## src/rtl/core/fmt6_pkg.sv

```systemverilog
// ----------------------------------------------------------------------------
// fmt6_pkg
// Types, constants and helpers for the IPv6 address text formatter.
// ----------------------------------------------------------------------------
package fmt6_pkg;

  localparam int unsigned GROUP_COUNT = 8;
  localparam int unsigned GROUP_W     = 16;
  localparam int unsigned GIDX_W      = $clog2(GROUP_COUNT);
  localparam int unsigned GLEN_W      = $clog2(GROUP_COUNT + 1);
  localparam int unsigned MIN_RUN     = 2;
  localparam int unsigned CHAR_W      = 7;

  localparam logic [CHAR_W-1:0] CHAR_COLON = 7'h3A;
  localparam logic [CHAR_W-1:0] CHAR_ZERO  = 7'h30;
  // 'a' minus ten
  localparam logic [CHAR_W-1:0] CHAR_ALPHA = 7'h57;

  // Input transaction: one 128-bit address, byte 0 most significant
  typedef struct packed {
    logic [63:0] addr_high;
    logic [63:0] addr_low;
  } fmt6_in_t;

  // Output transaction: one ASCII character
  typedef struct packed {
    logic [CHAR_W-1:0] text_char;
    logic              last_char;
  } fmt6_out_t;

  // Sequencer states
  typedef enum logic [2:0] {
    ST_IDLE,
    ST_SCAN,
    ST_START,
    ST_COLON,
    ST_DCOL,
    ST_DIGIT
  } fmt6_state_t;

  // Lowercase hex character for one nibble
  function automatic logic [CHAR_W-1:0] hex_char(input logic [3:0] d);
    logic [CHAR_W-1:0] dx;
    dx = {3'b000, d};
    if (d < 4'd10) begin
      hex_char = CHAR_ZERO + dx;
    end else begin
      hex_char = CHAR_ALPHA + dx;
    end
  endfunction

  // Index of the leading nonzero nibble, zero for an all-zero group
  function automatic logic [1:0] lead_nib(input logic [GROUP_W-1:0] g);
    if (g[15:12] != 4'd0) begin
      lead_nib = 2'd3;
    end else if (g[11:8] != 4'd0) begin
      lead_nib = 2'd2;
    end else if (g[7:4] != 4'd0) begin
      lead_nib = 2'd1;
    end else begin
      lead_nib = 2'd0;
    end
  endfunction

endpackage

```

## src/rtl/core/format_ipv6_text_unit.sv

```systemverilog
// ----------------------------------------------------------------------------
// format_ipv6_text_unit
// Canonical IPv6 text formatter: one address in, one ASCII character out
// per output transaction, zero run compressed to "::".
// ----------------------------------------------------------------------------
//
//  channel | direction | payload      | handshake
//  --------+-----------+--------------+--------------------
//  in_     | input     | fmt6_in_t    | in_valid / in_ready
//  out_    | output    | fmt6_out_t   | out_valid / out_ready
//
// Ahead of its text an address is loaded, each of the eight groups gets one
// zero test in the shared compare, and a setup state runs; then the text
// follows, one character per output transaction, 2 to 39 characters.
// in_ready is high only while the sequencer is idle. A stall on out_ready
// holds the output register and freezes the character states of the
// sequencer. Reset clears the sequencer and the output valid flag.
module format_ipv6_text_unit (
  input  logic                clk,
  input  logic                rst_n,
  input  logic                in_valid,
  output logic                in_ready,
  input  fmt6_pkg::fmt6_in_t  in_data,
  output logic                out_valid,
  input  logic                out_ready,
  output fmt6_pkg::fmt6_out_t out_data
);
  import fmt6_pkg::*;

  fmt6_state_t          state_r, state_nxt;
  logic [127:0]         addr_r, addr_nxt;
  logic [GIDX_W-1:0]    grp_idx_r, grp_idx_nxt;
  logic [1:0]           nib_r, nib_nxt;
  logic                 dbl_r, dbl_nxt;
  logic [GLEN_W-1:0]    cur_len_r, cur_len_nxt;
  logic [GIDX_W-1:0]    cur_start_r, cur_start_nxt;
  logic [GLEN_W-1:0]    best_len_r, best_len_nxt;
  logic [GIDX_W-1:0]    best_start_r, best_start_nxt;
  logic                 out_valid_r, out_valid_nxt;
  fmt6_out_t            out_data_r, out_data_nxt;

  logic                 adv;
  logic                 run;
  logic [GROUP_W-1:0]   grp_cur;
  logic [GROUP_W-1:0]   grp_end;
  logic [GLEN_W-1:0]    grp_end_idx;
  logic [GLEN_W-1:0]    run_len;
  logic [GIDX_W-1:0]    grp_inc;

  // Select one 16-bit group, group 0 in the top bits
  function automatic logic [GROUP_W-1:0] grp_at(input logic [127:0] a,
                                                input logic [GIDX_W-1:0] idx);
    logic [GIDX_W-1:0] rev;
    rev    = GIDX_W'(GROUP_COUNT - 1) - idx;
    grp_at = a[{rev, 4'b0000} +: GROUP_W];
  endfunction

  assign adv         = !out_valid_r || out_ready;
  assign run         = (best_len_r >= GLEN_W'(MIN_RUN));
  assign grp_cur     = grp_at(addr_r, grp_idx_r);
  assign grp_end_idx = {1'b0, grp_idx_r} + best_len_r;
  assign grp_end     = grp_at(addr_r, grp_end_idx[GIDX_W-1:0]);
  assign run_len     = cur_len_r + GLEN_W'(1);
  assign grp_inc     = grp_idx_r + GIDX_W'(1);

  assign in_ready  = (state_r == ST_IDLE);
  assign out_valid = out_valid_r;
  assign out_data  = out_data_r;

  // Next state
  always_comb begin
    state_nxt = state_r;
    unique case (state_r)
      ST_IDLE: begin
        if (in_valid) begin
          state_nxt = ST_SCAN;
        end
      end
      ST_SCAN: begin
        if (grp_idx_r == GIDX_W'(GROUP_COUNT - 1)) begin
          state_nxt = ST_START;
        end
      end
      ST_START: begin
        if (run && (best_start_r == '0)) begin
          state_nxt = ST_COLON;
        end else begin
          state_nxt = ST_DIGIT;
        end
      end
      ST_COLON: begin
        if (adv) begin
          state_nxt = dbl_r ? ST_DCOL : ST_DIGIT;
        end
      end
      ST_DCOL: begin
        if (adv) begin
          if (grp_end_idx == GLEN_W'(GROUP_COUNT)) begin
            state_nxt = ST_IDLE;
          end else begin
            state_nxt = ST_DIGIT;
          end
        end
      end
      ST_DIGIT: begin
        if (adv && (nib_r == 2'd0)) begin
          if (grp_idx_r == GIDX_W'(GROUP_COUNT - 1)) begin
            state_nxt = ST_IDLE;
          end else begin
            state_nxt = ST_COLON;
          end
        end
      end
      default: state_nxt = ST_IDLE;
    endcase
  end

  // Datapath and output register
  always_comb begin
    addr_nxt       = addr_r;
    grp_idx_nxt    = grp_idx_r;
    nib_nxt        = nib_r;
    dbl_nxt        = dbl_r;
    cur_len_nxt    = cur_len_r;
    cur_start_nxt  = cur_start_r;
    best_len_nxt   = best_len_r;
    best_start_nxt = best_start_r;
    out_valid_nxt  = out_valid_r && !out_ready;
    out_data_nxt   = out_data_r;
    unique case (state_r)
      ST_IDLE: begin
        // Load the address and clear the run search
        if (in_valid) begin
          addr_nxt       = {in_data.addr_high, in_data.addr_low};
          grp_idx_nxt    = '0;
          cur_len_nxt    = '0;
          cur_start_nxt  = '0;
          best_len_nxt   = '0;
          best_start_nxt = '0;
        end
      end
      ST_SCAN: begin
        // Test one group, extend or end the current zero run
        if (grp_cur == '0) begin
          cur_len_nxt = run_len;
          if (cur_len_r == '0) begin
            cur_start_nxt = grp_idx_r;
          end
          if (run_len > best_len_r) begin
            best_len_nxt   = run_len;
            best_start_nxt = (cur_len_r == '0) ? grp_idx_r : cur_start_r;
          end
        end else begin
          cur_len_nxt = '0;
        end
        grp_idx_nxt = grp_inc;
      end
      ST_START: begin
        // Group index has wrapped to zero
        dbl_nxt = run && (best_start_r == '0);
        nib_nxt = lead_nib(grp_cur);
      end
      ST_COLON: begin
        if (adv) begin
          out_valid_nxt          = 1'b1;
          out_data_nxt.text_char = CHAR_COLON;
          out_data_nxt.last_char = 1'b0;
          if (!dbl_r) begin
            nib_nxt = lead_nib(grp_cur);
          end
        end
      end
      ST_DCOL: begin
        // Second colon of the compressed run, then skip the run
        if (adv) begin
          out_valid_nxt          = 1'b1;
          out_data_nxt.text_char = CHAR_COLON;
          out_data_nxt.last_char = (grp_end_idx == GLEN_W'(GROUP_COUNT));
          grp_idx_nxt            = grp_end_idx[GIDX_W-1:0];
          nib_nxt                = lead_nib(grp_end);
        end
      end
      ST_DIGIT: begin
        if (adv) begin
          out_valid_nxt          = 1'b1;
          out_data_nxt.text_char = hex_char(grp_cur[{nib_r, 2'b00} +: 4]);
          out_data_nxt.last_char = (nib_r == 2'd0) &&
                                   (grp_idx_r == GIDX_W'(GROUP_COUNT - 1));
          if (nib_r == 2'd0) begin
            grp_idx_nxt = grp_inc;
            dbl_nxt     = run && (grp_inc == best_start_r);
          end else begin
            nib_nxt = nib_r - 2'd1;
          end
        end
      end
      default: begin
        out_valid_nxt = 1'b0;
      end
    endcase
  end

  // Control registers
  always_ff @(posedge clk) begin
    if (!rst_n) begin
      state_r     <= ST_IDLE;
      out_valid_r <= 1'b0;
    end else begin
      state_r     <= state_nxt;
      out_valid_r <= out_valid_nxt;
    end
  end

  // Payload registers
  always_ff @(posedge clk) begin
    addr_r       <= addr_nxt;
    grp_idx_r    <= grp_idx_nxt;
    nib_r        <= nib_nxt;
    dbl_r        <= dbl_nxt;
    cur_len_r    <= cur_len_nxt;
    cur_start_r  <= cur_start_nxt;
    best_len_r   <= best_len_nxt;
    best_start_r <= best_start_nxt;
    out_data_r   <= out_data_nxt;
  end

endmodule
```

## config.mk

```make
export PLATFORM = sky130hd
export DESIGN_NAME = format_ipv6_text_unit
export DESIGN_NICKNAME = d
export VERILOG_FILES = /design/src/rtl/core/fmt6_pkg.sv /design/src/rtl/core/format_ipv6_text_unit.sv
export SDC_FILE = /design/constraint.sdc
export NUM_CORES = 1
export LEC_CHECK = 0
export BUFFER_PORTS_ARGS = -buffer_cell sky130_fd_sc_hd__buf_4
export CELL_PAD_IN_SITES_DETAIL_PLACEMENT = 0
export CELL_PAD_IN_SITES_GLOBAL_PLACEMENT = 1
export CORE_UTILIZATION = 50
export CTS_CLUSTER_DIAMETER = 50
export CTS_CLUSTER_SIZE = 8
export DETAILED_ROUTE_END_ITERATION = 16
export PLACE_DENSITY_LB_ADDON = 0.08
export REMOVE_ABC_BUFFERS = 1
export SLEW_MARGIN = 20
export SYNTH_ARGS = -nofsm -noshare
export SYNTH_HDL_FRONTEND = slang
export SYNTH_SLANG_ARGS = --single-unit
```

## constraint.sdc

```tcl
create_clock -name clk -period 8.37 [get_ports clk]
set_input_delay 0.4185 -clock clk [delete_from_list [all_inputs] [get_ports clk]]
set_output_delay 0.4185 -clock clk [all_outputs]
set_load 0.02 [all_outputs]
```

==> results by stage, run 1 <==
Power and ir drop:
- Of the total power, the clock network draws 0.366.
- The combinational fraction of design power is 0.156.
- The internal power of the cells totals between 1.5 and 2 mW.
- In this run the power density over the cells is between 200 and 250 nW/um^2.
- The static leakage is 3.35 nW.
- Of the total power, the share spent switching nets is 0.243.
- Across the VDD grid, the largest voltage drop is around 0.16 mV.
- The total design power is 2.03 mW.
- The share of power burned in registers is 0.478.
- For this design the total switching power over the nets is 0.494 mW.

Placed design:
- In this run the cell area measured after placement is 8580 um^2.
- The HPWL after detailed placement is 11600 um.
- Before CTS, the worst setup slack after placement is between 4 and 5 ns.
- In this run the tool buffered the top-level ports with ~140 buffer cells.
- The routability-driven placement congestion ratio is 0.810.

Timing:
- The total count of max-transition violations in the final report came to 0.
- The part of the cycle the worst path needs is 0.410.
- The number of setup violations in the final report is 0.
- For the pin with the worst max-slew slack, the measured transition is 0.804 ns.
- The final-report hold violation count came to 0.
- The setup TNS after final layout is 0 ns.
- The fmax is about 290 MHz.
- Setup repair after global routing left no endpoint under its margin.
- The worst-case setup margin in the final layout is between 4 and 5 ns.
- Headroom to the max-slew limit came out at 0.464.
- The clock period minus final worst setup slack is 3.44 ns.
- The post-route clock skew is 0.0112 ns.

Drt:
- The total DRC errors in the routed layout is 0.
- The length of routed wiring on met1 is between 7000 and 8000 um.
- After detailed routing, the total wire length is 15900 um.
- The number of nets with antenna violations after detailed routing is 0.
- The first detailed-routing pass took 5 iterations.
- The highest routed metal layer is met4.
- The vias after detailed routing is 4541.
- The number of DRC markers after the initial detailed-route iteration is 330.
- Wire segments on met2 add up to a little under 8000 um in the final route.
- The detail-routed via count per cell is 5.78.
- The detail-routed net length per standard cell is 20.3 um.
- After detailed routing, the met3 layer carries 744 um of wire.

Setup path:
- At the worst endpoint, the arrival time is roughly 3.5 ns.
- Together, buffers and inverters on the worst path number 1.
- In this run the worst path has a maximum fanout of 40.
- For this run, the slowest stage of the critical path takes 0.63 ns.
- Grouping stages by cell kind, the critical path spends the most delay in multiplexers.
- Walking the worst path, the cells encountered are buf_4 -> mux4_1 -> mux2i_1 -> o211ai_1 -> nor4_2 -> nand2_1 -> o21ai_1.
- The classification of the worst setup path is flip-flop to flip-flop.
- The data required time of the critical path is 8.43 ns.
- Among all stages on the critical path, the largest delay is contributed by sky130_fd_sc_hd__mux4_1.
- The worst setup path is captured at a flip-flop.
- The category of the worst setup path launch point is a flip-flop.

CTS:
- Clock tree synthesis selected as its root buffer the cell sky130_fd_sc_hd__clkbuf_16.
- The TritonCTS clock tree is built.
- Clock latency on the worst-skew pair, taken at its later pin, is 0.42 ns.
- The number of buffers between clock root and the deepest sink is 2.
- In this run, CTS created clock tree buffers numbering 17.
- The count of hold buffers inserted by post-cts repair is 0.
- The clock sink count is 160.
- Clock-pin slew was measured on the worst setup and hold paths at 0.06 ns.
- The number of gates resized after CTS was 0.
- Buffers added to address setup during post-CTS repair amount to 0.
- The count of H-tree levels built during CTS is 4.

Final layout:
- After the last flow step, the layout net total stands at 736.
- Of the cells placed in the final design, the portion with a size suffix greater than 1 is 0.331.
- The final cell utilization of the core is 0.632.
- The number of antenna diodes in the final layout is 0.
- The design area is 9150 um^2.
- The layout-stage area growth over the synthesis result is 23.9%.

Floorplan:
- The floorplan step set the die height to 123 um.
- The initial core utilization is 0.510.
- The die footprint is 15300 um^2.
- The area of the core is 14500 um^2.
- The initialized floorplan defines 44 standard-cell rows.
- The floorplan step set the die width to 123 um.
- In this run the count of I/O pins placed on the die edge is ~140.

Synth:
- After synthesis, the cell types taking the most area are sky130_fd_sc_hd__edfxtp_1 63%, sky130_fd_sc_hd__mux4_1 7.5%, sky130_fd_sc_hd__mux4_2 7.0%.
- The proportion of register bits with asynchronous set or reset after synthesis is 0.
- The most common flop cell mapped by yosys is sky130_fd_sc_hd__edfxtp_1.
- During synthesis, Yosys emitted a total of 0 warnings.
- A synthesized cell averages between 15 and 20 um^2.
- The number of unique standard cell types used by synthesis is 46.
- The count of flip-flops with a built-in enable after synthesis is 156.
- The biggest area consumer among synthesized cells is sky130_fd_sc_hd__edfxtp_1.
- The area share of the leading cell type in the synthesized netlist is 0.635.
- Synthesis inferred 160 register bits.
- For this run, the register share of the synthesized area comes to 0.646.
- The post-synthesis cell count is 446.
- Summing every instance area after synthesis gives ~7400 um^2.

Global route:
- Entering global routing, the biggest net connects 92 pins.
- The global-route total usage across every layer is 0.226.
- After global routing the overflow that remains totals 0.
- The number of global-route vias before repair is about 4600.
- The wire length of the first global-routing pass is 24600 um.
- The initial antenna violation count is 0.

Run status:
- The flow ran to the end, and the final reports show no timing, DRC or antenna violations.

Hold path:
- The path class of the lowest-slack min-delay path is input pin to flip-flop.

Flow run:
- The max-capacitance violation count is 0.
-- power groups by stage --
stage | clock (mW) | combinational (mW) | sequential (mW)
floorplan | 0 | 0.184 | 0.998
global placement | 0 | 0.308 | 0.987
detailed placement | 0 | 0.317 | 0.986
CTS | 0.757 | 0.318 | 0.970
global route | 0.784 | 0.345 | 0.974
finish | 0.743 | 0.316 | 0.970
-- kinds of logic after synthesis --
logic type / Yosys count / share of synthesized area
AOI/OAI and AO/OA: 56 / 0.0483
and+or+nand+nor: 114 / 0.0832
buffers and inverters: 35 / 0.0242
DFF: 160 / 0.646
muxes: 58 / 0.164
xor gates and xnor gates: 8 / 0.00949
adders and majority gates: 14 / 0.0248
other: 1 / 0.000508
-- cell usage in the layout, fill, tap and decap left out, types with 15 or more instances in the layout --
master and instances:
sky130_fd_sc_hd__nor4_1 24, sky130_fd_sc_hd__nor2_1 21, sky130_fd_sc_hd__o21ai_0 15, sky130_fd_sc_hd__buf_4 144, sky130_fd_sc_hd__mux4_2 23, sky130_fd_sc_hd__clkbuf_16 17
sky130_fd_sc_hd__mux4_1 21, sky130_fd_sc_hd__edfxtp_1 156, sky130_fd_sc_hd__nand2_1 15
-- routing by layer --
layer,track usage,vias up
li1,-,2118
met1,0.302,2244
met2,0.361,163
met3,0.0507,16
met4,0.0866,0
met5,0,-
-- synthesized netlist by cell type, drive strengths merged, types with 9 or more instances --
| cell type | n |
|---|---|
| ha | 13 |
| nand3 | 10 |
| a22oi | 9 |
| mux2i | 14 |
| clkbuf | 11 |
| a21oi | 10 |
| nor4 | 25 |
| nand2 | 15 |
| edfxtp | 156 |
| o21ai | 16 |
| buf | 9 |
| mux4 | 44 |
| nor3 | 10 |
| nor2 | 21 |
| inv | 15 |
-- final cells by class --
cell class	instances	area [um^2]
fillers	1076	5330
flip-flops and latches	160	4760
multi-input cells	251	2440
repair buffers	145	1090
clock buffers	18	429
well taps	184	230
clock inverters	12	135
inverters	15	58.8
-- final timing paths --
check / startpoint / endpoint / slack [ns] / cells after the start
max: grp_idx_r[1] / best_len_r[1] / 4.93 / 7
min: in_data[115] / addr_r[115] / 0.17 / 1
max reg2reg: grp_idx_r[1] / best_len_r[1] / 4.93 / 7
min reg2reg: cur_start_r[2] / best_start_r[2] / 0.64 / 2
-- flip-flops by register name, summed over array words and instances (netlist names) --
register / cells
addr_r: 128
best_start_r: 3
cur_start_r: 3
out_data: 8
dbl_r: 1
out_valid: 1
grp_idx_r: 3
cur_len_r: 4
best_len_r: 4
state_r: 3
nib_r: 2
-- through the flow --
| step | cells | hold WS, ns |
|---|---|---|
| 3_5_place_dp | 755 | 0.598 |
| 2_1_floorplan | 426 | 0.517 |
| 4_1_cts | 785 | 0.148 |
| 5_1_grt | 785 | 0.147 |
| 3_3_place_gp | 755 | 0.597 |
| 6_report | 785 | 0.170 |
Power figures use the tool's default switching activity.
==> inputs of run 2 (changes only) <==
- CORE_UTILIZATION: 50 -> 46
- clock period: 8.37 -> 3.42 ns (I/O delays scaled with it)
==> run 2 against run 1 <==
Compared with the run above: non-clock buffer count rose by 135; combinational power rose to 3.0 times the previous value; worst hold slack better by 0.085 ns; core utilization up 5.1 points; worst setup slack got worse by 4.6 ns; register-to-register slack got worse by 4.6 ns; global-route usage is 0.74 points higher; routed wire length up 15%; flip-flop and latch count is the same; largest power group unchanged; power increased by 150%; sequential power increased by 140%; die area grew 8.6%.
==> results by stage, run 2 (synthesis gave the netlist of run 1 again) <==
Power and ir drop:
- The combinational fraction of design power is 0.186 (was 0.156).
- The net load switching power came to 1.31 mW (was 0.494 mW).
- The clock share of power came to 0.345 (was 0.366).
- The power density over cell area is 480 nW/um^2 (was 222 nW/um^2).
- The largest voltage drop on the vdd net is 0.394 mV (was 0.160 mV).
- The internal power summed over all cells came to 3.74 mW (was 1.53 mW).
- The total design power is 5.05 mW (was 2.03 mW).
- The share of power burned in registers is 0.469 (was 0.478).
- The fraction of power spent switching nets is 0.259 (was 0.243).
- The static leakage is 3.94 nW (was 3.35 nW).

Setup path:
- The data required time of the critical path is 3.70 ns (was 8.43 ns).
- The classification of the worst setup path was flip-flop to flip-flop (unchanged).
- The highest net fanout along the worst path is 20 (was 40).
- The kind of end point of the critical path was a flip-flop (unchanged).
- The data arrival time of the worst path is 3.35 ns (was 3.49 ns).
- The category of the worst setup path launch point is a flip-flop (unchanged).
- The worst reg2reg path depth came to 8 (was 7).

Final layout:
- The final cell utilization of the core is 0.683 (was 0.632).
- The most common library cell in the layout ignoring fill and taps is sky130_fd_sc_hd__edfxtp_1 (unchanged).
- The net total in the final layout was 871 (was 736).
- Commonest cells after routing, fill and taps aside: 156 x sky130_fd_sc_hd__edfxtp_1, 147 x sky130_fd_sc_hd__buf_4, 129 x sky130_fd_sc_hd__dlygate4sd3_1 (was 156 x sky130_fd_sc_hd__edfxtp_1, 144 x sky130_fd_sc_hd__buf_4, 24 x sky130_fd_sc_hd__nor4_1).
- The final instance count without filler cells came to 948 (was 785).
- The layout-stage area growth over the synthesis result is 42.7% (was 23.9%).
- The count of fill cells added during filler insertion is 1073 (was 1076).
- The number of antenna repair diodes is 0 (unchanged).
- The register ranked first by flip-flop count was addr_r (unchanged).
- The design area is 10500 um^2 (was 9150 um^2).
- The ratio of cells with drive above 1 in the final layout came to 0.280 (was 0.331).
- The number of flip-flops in the largest register is 128 (unchanged).

CTS:
- The total clock buffers created by CTS is 17 (unchanged).
- The source-to-sink clock delay at the later pin of the worst-skew pair is 0.43 ns (was 0.42 ns).
- The number of gates given a new drive strength after cts came to 0 (unchanged).
- The TritonCTS clock tree is built (unchanged).
- The clock input transition at the sequential cells of the worst setup and hold paths came to 0.06 ns (about the same).
- The count of H-tree levels built during CTS was 4 (unchanged).
- The number of buffers between clock root and the deepest sink came to 2 (unchanged).
- The buffer type at the clock tree root is sky130_fd_sc_hd__clkbuf_16 (unchanged).
- The clock sink count came to 160 (unchanged).

Drt:
- The vias after detailed routing was 5147 (was 4541).
- The total DRC errors in the routed layout is 0 (unchanged).
- The detail-routed net length per standard cell came to 19.2 um (was 20.3 um).
- The detail-routed via count per cell is 5.43 (was 5.78).
- The first-pass detailed-route iteration total is 5 (unchanged).
- The total wirelength of the detailed-routed design is 18200 um (was 15900 um).
- The number of nets with antenna violations after detailed routing is 0 (unchanged).
- The number of DRC markers after the initial detailed-route iteration is 315 (was 330).

Timing:
- The measured slew at the worst slew-check pin is 0.757 ns (was 0.804 ns).
- The post-route clock skew is 0.0146 ns (was 0.0112 ns).
- The setup TNS after final layout is 0 ns (unchanged).
- The number of setup violations in the final report is 0 (unchanged).
- The clock period minus final worst setup slack is 3.07 ns (was 3.44 ns).
- The fmax was 325 MHz (was 291 MHz).
- The worst hold slack is 0.256 ns (was 0.170 ns).
- Setup repair after global routing missed its margin: false (unchanged).
- The worst-case setup margin in the final layout is 0.346 ns (was 4.93 ns).
- The total count of max-transition violations in the final report is 0 (unchanged).
- The headroom to the max-slew limit is 0.492 (was 0.464).
- The part of the cycle the worst path needs is 0.899 (was 0.410).
- The final-report hold violation count was 0 (unchanged).

Hold path:
- The path class of the lowest-slack min-delay path is input pin to flip-flop (unchanged).
- The worst hold path depth is 5 (was 1).

Floorplan:
- The cell row count is 45 (was 44).
- The die footprint is 16600 um^2 (was 15300 um^2).
- The count of pins on the block boundary was 142 (unchanged).
- The area of the core is 15400 um^2 (was 14500 um^2).
- The initial core utilization is 0.478 (was 0.510).
- The floorplan die height was 129 um (was 123 um).
- The overall die width is 129 um (was 123 um).

Run status:
- Result of the run: complete, no violations (unchanged).

Global route:
- The global-route total usage across every layer is 0.233 (was 0.226).
- The initial antenna violation count was 0 (unchanged).
- The wire length of the first global-routing pass is 28200 um (was 24600 um).
- The remaining global-route overflow came to 0 (unchanged).
- The maximum number of pins on one net before global-route repair came to 58 (was 92).
- The number of global-route vias before repair was 5353 (was 4582).

Placed design:
- The detailed-placement wirelength estimate is 12100 um (was 11600 um).
- The instance count after placement with tap cells included is 788 (was 755).
- The worst setup slack before clock tree synthesis was 0.331 ns (was 4.91 ns).
- The routability-driven placement congestion ratio came to 0.810 (about the same).
- The number of I/O port buffers came to 141 (unchanged).
- The instance area at placement came to 8710 um^2 (was 8580 um^2).

Flow run:
- The max-capacitance violation count is 0 (unchanged).
## run 2: cell types whose count changed in the layout (fill, tap and decap cells not counted)
cell / previous run / this run
sky130_fd_sc_hd__buf_12: 0 / 4
sky130_fd_sc_hd__clkinv_1: 1 / 2
sky130_fd_sc_hd__buf_6: 1 / 0
sky130_fd_sc_hd__clkbuf_1: 1 / 0
sky130_fd_sc_hd__dlygate4sd3_1: 0 / 129
sky130_fd_sc_hd__inv_6: 3 / 2
sky130_fd_sc_hd__buf_4: 144 / 147
sky130_fd_sc_hd__bufinv_16: 2 / 0
sky130_fd_sc_hd__clkinvlp_4: 6 / 0
sky130_fd_sc_hd__clkinv_2: 0 / 3
sky130_fd_sc_hd__inv_8: 0 / 3
sky130_fd_sc_hd__clkinv_4: 0 / 4
## run 2: path summary, 6_finish.rpt
check                      start              to  slack (ns)
setup reg to reg    grp_idx_r[0]     out_data[3]        0.35
hold / removal         out_ready       out_valid        0.26
hold reg to reg   cur_start_r[2]  cur_start_r[2]        0.63
setup / recovery    grp_idx_r[0]     out_data[3]        0.35
## run 2: area by class of cell
class | instances | area [um^2] | share of cell area
clock inverters | 14 | 109 | 0.0103
well taps | 211 | 264 | 0.0251
inverters | 15 | 58.8 | 0.00558
clock buffers | 17 | 425 | 0.0404
flip-flops and latches | 160 | 4760 | 0.452
multi-input cells | 251 | 2440 | 0.231
repair buffers | 280 | 2470 | 0.235
## run 2: repair_timing
item,CTS,global route
hold buffers,129,0
setup endpoints to repair,0,0
setup buffers,0,0
hold endpoints to repair,130,0
## run 2: power by group through the flow
stage / registers, mW / clock network (mW) / logic, mW
detailed placement: 2.41 / 0 / 0.822
finish: 2.37 / 1.74 / 0.941
global route: 2.38 / 1.84 / 1.02
floorplan: 2.44 / 0 / 0.451
global placement: 2.41 / 0 / 0.804
CTS: 2.37 / 1.75 / 0.939
## run 2: per-layer routing
metal  wire (um)  part of all wire  track usage  up-vias
met5           0                 0            0        -
met4         274             0.015       0.0727        0
met3        1010             0.055       0.0590       30
met2        9110              0.50        0.386      205
met1        7820              0.43        0.304     2516
li1            -                 -            -     2396
## run 2: worst max-delay path: stages, from the launching register on
cell and delay (ns):
sky130_fd_sc_hd__edfxtp_1 0.39, sky130_fd_sc_hd__buf_12 0.20, sky130_fd_sc_hd__mux4_1 0.62, sky130_fd_sc_hd__mux4_2 0.49, sky130_fd_sc_hd__mux2i_1 0.26, sky130_fd_sc_hd__ha_1 0.23, sky130_fd_sc_hd__inv_1 0.05, sky130_fd_sc_hd__or4_1 0.52
sky130_fd_sc_hd__a21oi_1 0.14
